$ cat src/hw/rtl/tssc_pkg.sv
package tssc_pkg;

  // payload widths fixed by the channel definitions
  localparam int TOTAL_W     = 16;
  localparam int NOW_W       = 32;
  localparam int CFG_DATA_W  = 16;
  localparam int CFG_INDEX_W = 2;

  // default parameter values
  localparam int COUNT_BITS_DEF = 16;
  localparam int TIME_BITS_DEF  = 32;

  // register reset values
  localparam logic [CFG_DATA_W-1:0] MIN_STEP_GAP_RST     = 16'd10;
  localparam logic [CFG_DATA_W-1:0] SEQUENCE_TIMEOUT_RST = 16'd500;
  localparam logic [CFG_DATA_W-1:0] SESSION_TIMEOUT_RST  = 16'd1000;

  // configuration register indexes
  typedef enum logic [CFG_INDEX_W-1:0] {
    REG_MIN_STEP_GAP     = 2'd0,
    REG_SEQUENCE_TIMEOUT = 2'd1,
    REG_SESSION_TIMEOUT  = 2'd2
  } reg_index_t;

  // sequence phase
  typedef enum logic [2:0] {
    PH_IDLE = 3'd0,
    PH_A    = 3'd1,
    PH_B    = 3'd2,
    PH_C    = 3'd3,
    PH_DONE = 3'd4
  } phase_t;

  // sweep direction
  typedef enum logic [1:0] {
    DIR_NONE = 2'd0,
    DIR_FWD  = 2'd1,
    DIR_BACK = 2'd2
  } dir_t;

endpackage

$ cat src/hw/rtl/tssc_in_if.sv
interface tssc_in_if;
  import tssc_pkg::*;

  logic             valid;
  logic             ready;
  logic             sensor_a;
  logic             sensor_b;
  logic             sensor_c;
  logic [NOW_W-1:0] now_ticks;

  modport source (output valid, sensor_a, sensor_b, sensor_c, now_ticks, input ready);
  modport sink   (input valid, sensor_a, sensor_b, sensor_c, now_ticks, output ready);
endinterface

$ cat src/hw/rtl/tssc_out_if.sv
interface tssc_out_if;
  import tssc_pkg::*;

  logic               valid;
  logic               ready;
  logic [TOTAL_W-1:0] total_count;
  logic               counted;
  logic               sweep_backward;
  logic               session_active;
  logic               session_ended;

  modport source (output valid, total_count, counted, sweep_backward, session_active,
                  session_ended, input ready);
  modport sink   (input valid, total_count, counted, sweep_backward, session_active,
                  session_ended, output ready);
endinterface

$ cat src/hw/rtl/tssc_cfg_if.sv
interface tssc_cfg_if;
  import tssc_pkg::*;

  logic                   valid;
  logic                   ready;
  logic [CFG_INDEX_W-1:0] reg_index;
  logic [CFG_DATA_W-1:0]  wr_data;

  modport source (output valid, reg_index, wr_data, input ready);
  modport sink   (input valid, reg_index, wr_data, output ready);
endinterface

$ cat src/hw/rtl/three_sensor_sweep_counter.sv
// channel   dir   handshake      payload
// in_ch     in    valid/ready    sensor_a, sensor_b, sensor_c, now_ticks
// out_ch    out   valid/ready    total_count, counted, sweep_backward,
//                                session_active, session_ended
// cfg_ch    in    valid/ready    reg_index, wr_data (always ready)
//
// one item per cycle while out_ch is not stalling; each result appears in the
// output register in the cycle after its item is accepted, set by a single
// pass of edge, gap and timeout compares on the state registers.
// in_ch.ready is high while the output register is empty or being taken.
// rst (synchronous) clears state to idle, levels to all ones, times to zero
// and loads the register defaults.
module three_sensor_sweep_counter #(
  parameter int COUNT_BITS = tssc_pkg::COUNT_BITS_DEF,
  parameter int TIME_BITS  = tssc_pkg::TIME_BITS_DEF
) (
  input logic      clk,
  input logic      rst,
  tssc_in_if.sink  in_ch,
  tssc_out_if.source out_ch,
  tssc_cfg_if.sink cfg_ch
);
  import tssc_pkg::*;

  localparam int WIDE_W = (COUNT_BITS > TOTAL_W) ? COUNT_BITS : TOTAL_W;

  // configuration registers
  logic [CFG_DATA_W-1:0] min_step_gap;
  logic [CFG_DATA_W-1:0] sequence_timeout;
  logic [CFG_DATA_W-1:0] session_timeout;

  // sequence state
  phase_t                seq_phase, seq_phase_next;
  dir_t                  sweep_dir, sweep_dir_next;
  logic [2:0]            prev_levels;
  logic [TIME_BITS-1:0]  seq_start_time, seq_start_time_next;
  logic [TIME_BITS-1:0]  last_step_time, last_step_time_next;
  logic [TIME_BITS-1:0]  last_count_time, last_count_time_next;
  logic                  counting_flag, counting_flag_next;
  logic [COUNT_BITS-1:0] sweep_total, sweep_total_next;

  // per-item decode
  logic                 accept;
  logic [2:0]           levels;
  logic [2:0]           fall;
  logic                 ea, eb, ec;
  logic [TIME_BITS-1:0] now;
  logic                 gap_ok;
  logic                 seq_late;
  logic                 counted_next;
  logic                 backward_next;
  logic                 ended_next;
  logic [WIDE_W-1:0]    total_wide;

  // output register
  logic                 out_valid;

  assign cfg_ch.ready = 1'b1;
  assign in_ch.ready  = !out_valid || out_ch.ready;
  assign accept       = in_ch.valid && in_ch.ready;

  assign levels   = {in_ch.sensor_c, in_ch.sensor_b, in_ch.sensor_a};
  assign now      = in_ch.now_ticks[TIME_BITS-1:0];
  assign fall     = prev_levels & ~levels;
  assign ea       = fall[0];
  assign eb       = fall[1];
  assign ec       = fall[2];
  assign gap_ok   = (now - last_step_time) > TIME_BITS'(min_step_gap);
  assign seq_late = (now - seq_start_time) > TIME_BITS'(sequence_timeout);

  // register writes
  always_ff @(posedge clk) begin
    if (rst) begin
      min_step_gap     <= MIN_STEP_GAP_RST;
      sequence_timeout <= SEQUENCE_TIMEOUT_RST;
      session_timeout  <= SESSION_TIMEOUT_RST;
    end else if (cfg_ch.valid) begin
      unique case (cfg_ch.reg_index)
        REG_MIN_STEP_GAP:     min_step_gap     <= cfg_ch.wr_data;
        REG_SEQUENCE_TIMEOUT: sequence_timeout <= cfg_ch.wr_data;
        REG_SESSION_TIMEOUT:  session_timeout  <= cfg_ch.wr_data;
        default: ;
      endcase
    end
  end

  // sequence tracking, counting and session timeout
  always_comb begin
    seq_phase_next       = seq_phase;
    sweep_dir_next       = sweep_dir;
    seq_start_time_next  = seq_start_time;
    last_step_time_next  = last_step_time;
    last_count_time_next = last_count_time;
    counting_flag_next   = counting_flag;
    sweep_total_next     = sweep_total;
    counted_next         = 1'b0;
    backward_next        = 1'b0;
    ended_next           = 1'b0;

    unique case (seq_phase)
      PH_IDLE: begin
        if (ea || ec) begin
          seq_phase_next      = ea ? PH_A : PH_C;
          sweep_dir_next      = ea ? DIR_FWD : DIR_BACK;
          seq_start_time_next = now;
          last_step_time_next = now;
        end
      end
      PH_A, PH_C: begin
        if (eb && gap_ok) begin
          seq_phase_next      = PH_B;
          last_step_time_next = now;
        end else if (ea || ec || seq_late) begin
          seq_phase_next = PH_IDLE;
          sweep_dir_next = DIR_NONE;
        end
      end
      PH_B: begin
        if (sweep_dir == DIR_FWD) begin
          if (ec && gap_ok) begin
            seq_phase_next = PH_DONE;
          end else if (ea || eb || seq_late) begin
            seq_phase_next = PH_IDLE;
            sweep_dir_next = DIR_NONE;
          end
        end else if (sweep_dir == DIR_BACK) begin
          if (ea && gap_ok) begin
            seq_phase_next = PH_DONE;
          end else if (eb || ec || seq_late) begin
            seq_phase_next = PH_IDLE;
            sweep_dir_next = DIR_NONE;
          end
        end
      end
      PH_DONE: begin
        sweep_total_next     = sweep_total + COUNT_BITS'(1);
        last_count_time_next = now;
        counting_flag_next   = 1'b1;
        counted_next         = 1'b1;
        backward_next        = (sweep_dir == DIR_BACK);
        seq_phase_next       = PH_IDLE;
        sweep_dir_next       = DIR_NONE;
      end
      default: begin
        seq_phase_next = PH_IDLE;
        sweep_dir_next = DIR_NONE;
      end
    endcase

    // a counting item is excluded from the timeout check, so it never ends the session
    if (counting_flag && !counted_next &&
        (now - last_count_time) > TIME_BITS'(session_timeout)) begin
      counting_flag_next = 1'b0;
      ended_next         = 1'b1;
    end
  end

  // state registers
  always_ff @(posedge clk) begin
    if (rst) begin
      seq_phase       <= PH_IDLE;
      sweep_dir       <= DIR_NONE;
      prev_levels     <= 3'b111;
      seq_start_time  <= '0;
      last_step_time  <= '0;
      last_count_time <= '0;
      counting_flag   <= 1'b0;
      sweep_total     <= '0;
    end else if (accept) begin
      seq_phase       <= seq_phase_next;
      sweep_dir       <= sweep_dir_next;
      prev_levels     <= levels;
      seq_start_time  <= seq_start_time_next;
      last_step_time  <= last_step_time_next;
      last_count_time <= last_count_time_next;
      counting_flag   <= counting_flag_next;
      sweep_total     <= sweep_total_next;
    end
  end

  assign total_wide = WIDE_W'(sweep_total_next);

  // output valid
  always_ff @(posedge clk) begin
    if (rst) begin
      out_valid <= 1'b0;
    end else if (accept) begin
      out_valid <= 1'b1;
    end else if (out_ch.ready) begin
      out_valid <= 1'b0;
    end
  end

  // output payload
  always_ff @(posedge clk) begin
    if (accept) begin
      out_ch.total_count    <= total_wide[TOTAL_W-1:0];
      out_ch.counted        <= counted_next;
      out_ch.sweep_backward <= backward_next;
      out_ch.session_active <= counting_flag_next;
      out_ch.session_ended  <= ended_next;
    end
  end

  assign out_ch.valid = out_valid;

endmodule
$ cat src/flat_wrapper.sv
// flat-port wrapper written by rule: the top's interface ports become plain ports
module three_sensor_sweep_counter_flat import tssc_pkg::*;
#(
  parameter int COUNT_BITS = tssc_pkg::COUNT_BITS_DEF,
  parameter int TIME_BITS  = tssc_pkg::TIME_BITS_DEF
)
  (clk, rst, in_ch_valid, in_ch_sensor_a, in_ch_sensor_b, in_ch_sensor_c, in_ch_now_ticks, in_ch_ready, out_ch_valid, out_ch_total_count, out_ch_counted, out_ch_sweep_backward, out_ch_session_active, out_ch_session_ended, out_ch_ready, cfg_ch_valid, cfg_ch_reg_index, cfg_ch_wr_data, cfg_ch_ready);
  tssc_in_if in_ch_i ();
  tssc_out_if out_ch_i ();
  tssc_cfg_if cfg_ch_i ();
  input logic clk;
  input logic rst;
  input wire logic [$bits(in_ch_i.valid)-1:0] in_ch_valid;
  input wire logic [$bits(in_ch_i.sensor_a)-1:0] in_ch_sensor_a;
  input wire logic [$bits(in_ch_i.sensor_b)-1:0] in_ch_sensor_b;
  input wire logic [$bits(in_ch_i.sensor_c)-1:0] in_ch_sensor_c;
  input wire logic [$bits(in_ch_i.now_ticks)-1:0] in_ch_now_ticks;
  output wire logic [$bits(in_ch_i.ready)-1:0] in_ch_ready;
  output wire logic [$bits(out_ch_i.valid)-1:0] out_ch_valid;
  output wire logic [$bits(out_ch_i.total_count)-1:0] out_ch_total_count;
  output wire logic [$bits(out_ch_i.counted)-1:0] out_ch_counted;
  output wire logic [$bits(out_ch_i.sweep_backward)-1:0] out_ch_sweep_backward;
  output wire logic [$bits(out_ch_i.session_active)-1:0] out_ch_session_active;
  output wire logic [$bits(out_ch_i.session_ended)-1:0] out_ch_session_ended;
  input wire logic [$bits(out_ch_i.ready)-1:0] out_ch_ready;
  input wire logic [$bits(cfg_ch_i.valid)-1:0] cfg_ch_valid;
  input wire logic [$bits(cfg_ch_i.reg_index)-1:0] cfg_ch_reg_index;
  input wire logic [$bits(cfg_ch_i.wr_data)-1:0] cfg_ch_wr_data;
  output wire logic [$bits(cfg_ch_i.ready)-1:0] cfg_ch_ready;
  assign in_ch_i.valid = in_ch_valid;
  assign in_ch_i.sensor_a = in_ch_sensor_a;
  assign in_ch_i.sensor_b = in_ch_sensor_b;
  assign in_ch_i.sensor_c = in_ch_sensor_c;
  assign in_ch_i.now_ticks = in_ch_now_ticks;
  assign in_ch_ready = in_ch_i.ready;
  assign out_ch_valid = out_ch_i.valid;
  assign out_ch_total_count = out_ch_i.total_count;
  assign out_ch_counted = out_ch_i.counted;
  assign out_ch_sweep_backward = out_ch_i.sweep_backward;
  assign out_ch_session_active = out_ch_i.session_active;
  assign out_ch_session_ended = out_ch_i.session_ended;
  assign out_ch_i.ready = out_ch_ready;
  assign cfg_ch_i.valid = cfg_ch_valid;
  assign cfg_ch_i.reg_index = cfg_ch_reg_index;
  assign cfg_ch_i.wr_data = cfg_ch_wr_data;
  assign cfg_ch_ready = cfg_ch_i.ready;
  three_sensor_sweep_counter #(.COUNT_BITS(COUNT_BITS), .TIME_BITS(TIME_BITS)) u_core (.clk(clk), .rst(rst), .in_ch(in_ch_i), .out_ch(out_ch_i), .cfg_ch(cfg_ch_i));
endmodule
$ cat config.mk
export PLATFORM = sky130hd
export DESIGN_NAME = three_sensor_sweep_counter_flat
export DESIGN_NICKNAME = d
export VERILOG_FILES = /design/src/hw/rtl/tssc_pkg.sv /design/src/hw/rtl/tssc_in_if.sv /design/src/hw/rtl/tssc_out_if.sv /design/src/hw/rtl/tssc_cfg_if.sv /design/src/hw/rtl/three_sensor_sweep_counter.sv /design/src/flat_wrapper.sv
export SDC_FILE = /design/constraint.sdc
export NUM_CORES = 1
export LEC_CHECK = 0
export BUFFER_PORTS_ARGS = -buffer_cell sky130_fd_sc_hd__buf_2
export CORE_MARGIN = 2
export CORE_UTILIZATION = 50
export CTS_BUF_LIST = sky130_fd_sc_hd__clkbuf_4 sky130_fd_sc_hd__clkbuf_8 sky130_fd_sc_hd__clkbuf_16
export DETAILED_ROUTE_END_ITERATION = 16
export PLACE_DENSITY = 0.67
export SYNTH_ARGS = -nofsm -noshare
export SYNTH_HDL_FRONTEND = slang
export SYNTH_SLANG_ARGS = --single-unit
$ cat constraint.sdc
create_clock -name clk -period 10.77 [get_ports clk]
set_input_delay 2.154 -clock clk [delete_from_list [all_inputs] [get_ports clk]]
set_output_delay 2.154 -clock clk [all_outputs]
set_load 0.01 [all_outputs]
Word level (Yosys, flattened, before mapping)
Index checks and enable logic that the tools add are counted.

Logic and storage cells: 106. Input bits: 58. Output and inout bits: 23. Register bits after elaboration: 190.

Bitwise logic cells: 2. $lt $le $gt $ge: 3. Mux-type cells: 32. Eq/ne operators: 20. $add $sub $neg: 4. Reductions and logical operators: 28.

Operators with widths (count): 32-bit by 16-bit greater-than comparator with 1-bit output (3); 32-bit subtractor (3); 32-bit 2-to-1 mux (2); 32-bit case mux with 2 select lines (1); 3-bit 2-to-1 mux (9); 2-bit 2-to-1 mux (11); 16-bit by 1-bit adder with 16-bit output, second input constant (1); 16-bit 2-to-1 mux (1); 3-bit by 1-bit != test with 1-bit output, second input constant (3); 3-bit case mux with 3 select lines (1); 9-bit AND reduction (1); 2-bit AND reduction (4); 1-bit logical OR (7); 3-bit by 2-bit == test with 1-bit output, second input constant (2); 1-bit logical AND (6); 1-bit 2-to-1 mux (6); 2-bit by 1-bit != test with 1-bit output, second input constant (3); 3-bit != test, second input constant (2); 2-bit case mux with 3 select lines (1); 6-bit AND reduction (1); 2-bit by 1-bit == test with 1-bit output, second input constant (2); 2-bit == test, second input constant (2); 4-bit by 1-bit != test with 1-bit output, second input constant (1); 4-bit != test, second input constant (1); 13 further kinds (15).

Longest topological paths before layout
Depth after elaboration: 9. Depth in mapped cells: 24. Gate-level depth less buffers: 23.

Worst setup path before layout
Ideal clock, no wire load.

Path kind: input-to-reg. From: input in_ch_now_ticks[10]. To: register u_core.sweep_dir[1]. Stages: 23. Arrival time: 6.359 ns. Path buffers: 1. Path slack: 4.279 ns. Data required time: 10.638 ns. Library setup time: 0.132 ns. Cells stage by stage: ha_1 clkbuf_1 and4_1 and3_1 or2_2 or3_1 a21oi_1 o21bai_1 a21oi_1 o21bai_1 xor2_1 ha_1 nand4_1 nor4_1 nor3b_1 a211o_1 o211a_1 o211ai_1 nor4_1 nand4b_1 nor4_1 or4_1 a21oi_1.

Word-level cells in the longest chain between the ends: 5. Elaborated cells between the ends (all ways): 17. Those cells by class: add/sub: 2; order compare: 2; eq/ne: 6; reduce/logical: 7.

RTL lines: start, declared (RTL line flat_wrapper.sv:17) `input wire logic [$bits(in_ch_i.now_ticks)-1:0] in_ch_now_ticks;`; 32-bit subtractor (on tied branches) (RTL line three_sensor_sweep_counter.sv:68, three_sensor_sweep_counter.sv:69); 32-bit by 16-bit greater-than comparator with 1-bit output (on tied branches) (RTL line three_sensor_sweep_counter.sv:68, three_sensor_sweep_counter.sv:69); 1-bit logical AND (tied with other cells) (RTL line three_sensor_sweep_counter.sv:120) `if (ec && gap_ok) begin`; 3-bit != test (no source line) (tied with other cells); 9-bit AND reduction (no source line) *; end signal, assigned (RTL line three_sensor_sweep_counter.sv:171) `sweep_dir <= sweep_dir_next;`; end, declared (RTL line three_sensor_sweep_counter.sv:34) `dir_t sweep_dir, sweep_dir_next;`.

Every way passes the cells marked *; elsewhere a longest branch is shown, timed or not. A chain may end at the register's enable or synchronous reset.

Worst setup path after layout
Ends and elaborated chain as after synthesis.

==> flow_summary.json <==
{
  "status": "finished clean",
  "synth-warning-count": 0,
  "ir_drop_uv": 73.5,
  "synth-main-ff-cell": "dfxtp_1",
  "crit_fanout": 9,
  "finalWeightedCongestion": 0.901,
  "hpwl_mm": 31.9,
  "vias_per_cell": 5.82,
  "core_um2": 28000,
  "diodes": 0,
  "synth_edf_count": 20,
  "slowest_delay_ns": 0.55,
  "drc": 0,
  "critPathBufInv": 1,
  "grt_pass1_vias": 12762,
  "nets": 2140,
  "hold_path_class": "flop to flop",
  "path_cells": "buf_2, ha_1, and4_1, and3_1, or2_2, or3_1, a21oi_1, o21bai_1, a21oi_1, o21bai_1, xor2_1, ha_1, nand4_1, nor4_1, nor3b_1, a211o_1, o211a_1, o211ai_1, nor4_1, nand4b_1, nor4_1, or4_1, a21oi_1",
  "setup_viol": 0,
  "synth_cell_types": 80,
  "ant_nets": 0,
  "end_kind": "flop",
  "required_ns": 11.09,
  "synthTopCellsByArea": "dfxtp_1, ha_1, nand2_1, a21oi_1, inv_1",
  "slew_headroom": 0.279,
  "leakage_nw": 6.36,
  "synthesis.area_um2": 14300,
  "drt_pre_antenna_iters": 5,
  "power_density_nw_per_um2": 133,
  "cts.sinks": 190,
  "clock-root-buffer": "clkbuf_16",
  "async_flop_share": 0,
  "syn_area_per_cell_um2": 7.53,
  "arrival_ns": 7.35,
  "dieArea_um2": 30000,
  "crit_path_start_kind": "input port",
  "timing.final.crit_share": 0.652,
  "routed_wl_mm": 41.1,
  "antenna_found_initial": 0,
  "vias": 13549,
  "cp_top_family": "simple AND/OR/NAND/NOR gates",
  "maxCapViolCount": 0,
  "syn-instance-count": 1901,
  "drive_above_1_share": 0.0744,
  "rsz0062_at_grt": "no",
  "fmax_mhz": 142,
  "clock_path_buffers": 2,
  "yosysMostFrequentCell": "nand2_1",
  "ys_ff_latch": 190,
  "tns_ns": 0,
  "htree_levels": 4,
  "slew_violations": 0,
  "synth_top_area_cell": "dfxtp_1",
  "hold_viol_final": 0,
  "crit_cells": 23,
  "io_pins": 81,
  "grtUsageTotal": 0.269,
  "tightestPinTransition_ns": 1.08,
  "wire_per_inst_um": 17.7,
  "hold_path_depth": 2,
  "finalClockSkew_ns": 0.0136,
  "clkTransAtPathRegs_ns": 0.08,
  "period_needed_ns": 7.03,
  "synth_common_cells": "nand2_1, a21oi_1, dfxtp_1, inv_1, ha_1",
  "die_w_um": 173,
  "grt_pass1_wl_mm": 64.9,
  "post-cts-setup-buffers": 0,
  "power.total_mw": 2.07,
  "nFillCells": 2707,
  "ctsResizeCount": 0,
  "postCtsHoldBufs": 0,
  "cts_tree": "built",
  "syn-num-nets": 2104,
  "synth_seq_area_share": 0.280,
  "port_buffers": 79,
  "numCtsBuffers": 17,
  "start_util": 0.511,
  "rows": 61,
  "grt_start_max_net_pins": 82,
  "area_delta_synth_final_pct": 8.74,
  "die_y_um": 173,
  "reg2regPathDepth": 23,
  "worst-setup-path-type": "input port to flop",
  "overflow": 0,
  "clk_latency_ns": 0.45,
  "yosysTopAreaCellShare": 0.238,
  "worst_path_max_delay_cell": "nor4_1",
  "drt_iter0_markers": 1002
}
[metrics by stage]
stage	cells	area (um^2)	setup WS [ns]	utilization	hold slack (ns)
6_report	2328	15600	3.74	0.556	0.455
5_1_grt	2328	15600	3.38	0.556	0.469
4_1_cts	2328	15600	3.85	0.556	0.457
3_5_place_dp	2296	15000	3.37	0.534	0.447
3_3_place_gp	2296	15000	3.70	0.534	0.442
2_1_floorplan	1901	14300	4.28	-	0.433
[kinds of logic after synthesis]
| kind of cell | share of synthesized area |
|---|---|
| adders and majority gates | 0.128 |
| other | 0.000262 |
| DFF | 0.280 |
| xor gates and xnor gates | 0.0581 |
| buffers and inverters | 0.0655 |
| and+or+nand+nor | 0.213 |
| muxes | 0.0317 |
| AOI/OAI and AO/OA | 0.223 |
[layer usage]
layer | track usage | part of all wire | vias to the layer above
met5 | 0 | 0 | -
met4 | 0.0886 | 0.027 | 0
met3 | 0.0453 | 0.068 | 64
met2 | 0.443 | 0.45 | 461
met1 | 0.358 | 0.45 | 6324
li1 | - | - | 6700
[power breakdown]
part | switching, mW | internal (mW) | total (mW)
logic | 0.409 | 0.248 | 0.658
clock network | 0.331 | 0.315 | 0.646
registers | 0.0161 | 0.746 | 0.762
[worst reg2reg max path: stages, from the launching register on]
cell and delay, ns:
dfxtp_1 0.35, inv_1 0.05, ha_1 0.38, and4_1 0.22, and3_1 0.19, or2_2 0.29, or3_1 0.38, a21oi_1 0.19
o21bai_1 0.11, a21oi_1 0.18, o21bai_1 0.09, xor2_1 0.15, ha_1 0.30, nand4_1 0.12, nor4_1 0.28, nor3b_1 0.31
a211o_1 0.15, o211a_1 0.16, o211ai_1 0.09, nor4_1 0.32, nand4b_1 0.29, nor4_1 0.55, or4_1 0.19, a21oi_1 0.06
[state kept, by name (all words and copies together), names as in the netlist]
| signal | cells |
|---|---|
| u_core.counting_flag | 1 |
| u_core.session_timeout | 16 |
| u_core.sweep_total | 16 |
| u_core.seq_start_time | 32 |
| u_core.prev_levels | 3 |
| u_core.out_ch.session_ended | 1 |
| u_core.seq_phase | 3 |
| u_core.out_ch.counted | 1 |
| u_core.min_step_gap | 16 |
| u_core.last_count_time | 32 |
| u_core.sweep_dir | 2 |
| u_core.out_ch.sweep_backward | 1 |
| u_core.out_ch.valid | 1 |
| u_core.out_ch.session_active | 1 |
| u_core.out_ch.total_count | 16 |
| u_core.last_step_time | 32 |
| u_core.sequence_timeout | 16 |
[cells in the final DEF (no fill, tap or decap), types with 8 or more instances in the layout]
cell | synthesis | routed
a211o_1 | 11 | 11
a211oi_1 | 13 | 13
a21o_1 | 41 | 41
a21oi_1 | 230 | 230
and3_1 | 18 | 18
and4_1 | 8 | 8
buf_2 | 4 | 78
buf_4 | 4 | 11
clkbuf_16 | 0 | 17
dfxtp_1 | 170 | 170
edfxtp_1 | 20 | 20
ha_1 | 142 | 142
inv_1 | 170 | 170
mux2i_1 | 42 | 42
nand2_1 | 331 | 331
nand2b_1 | 22 | 22
nand3_1 | 31 | 31
nand4_1 | 33 | 33
nor2_1 | 135 | 134
nor2b_1 | 17 | 17
nor3_1 | 21 | 21
nor4_1 | 10 | 10
o211ai_1 | 34 | 34
o21a_1 | 19 | 19
o21ai_0 | 75 | 75
o21bai_1 | 9 | 9
o31ai_1 | 8 | 8
or3_1 | 9 | 9
xnor2_1 | 47 | 47
xor2_1 | 48 | 48
[final timing paths]
path / to / start / slack, ns
worst max-delay path: u_core.sweep_dir[1] / in_ch_now_ticks[10] / 3.74
worst min-delay path: u_core.last_count_time[25] / u_core.last_count_time[25] / 0.46
worst max register to register: u_core.sweep_dir[1] / u_core.seq_start_time[10] / 5.22
worst min register to register: u_core.last_count_time[25] / u_core.last_count_time[25] / 0.46
[area by class of cell]
cell class | count | area (um^2) | share of cell area
clock inverters | 14 | 164 | 0.0105
flip-flops and latches | 190 | 4000 | 0.257
clock buffers | 18 | 433 | 0.0278
well taps | 378 | 473 | 0.0304
repair buffers | 89 | 473 | 0.0304
inverters | 170 | 638 | 0.0410
multi-input cells | 1469 | 9380 | 0.603
(Power assumes the default switching activity.)
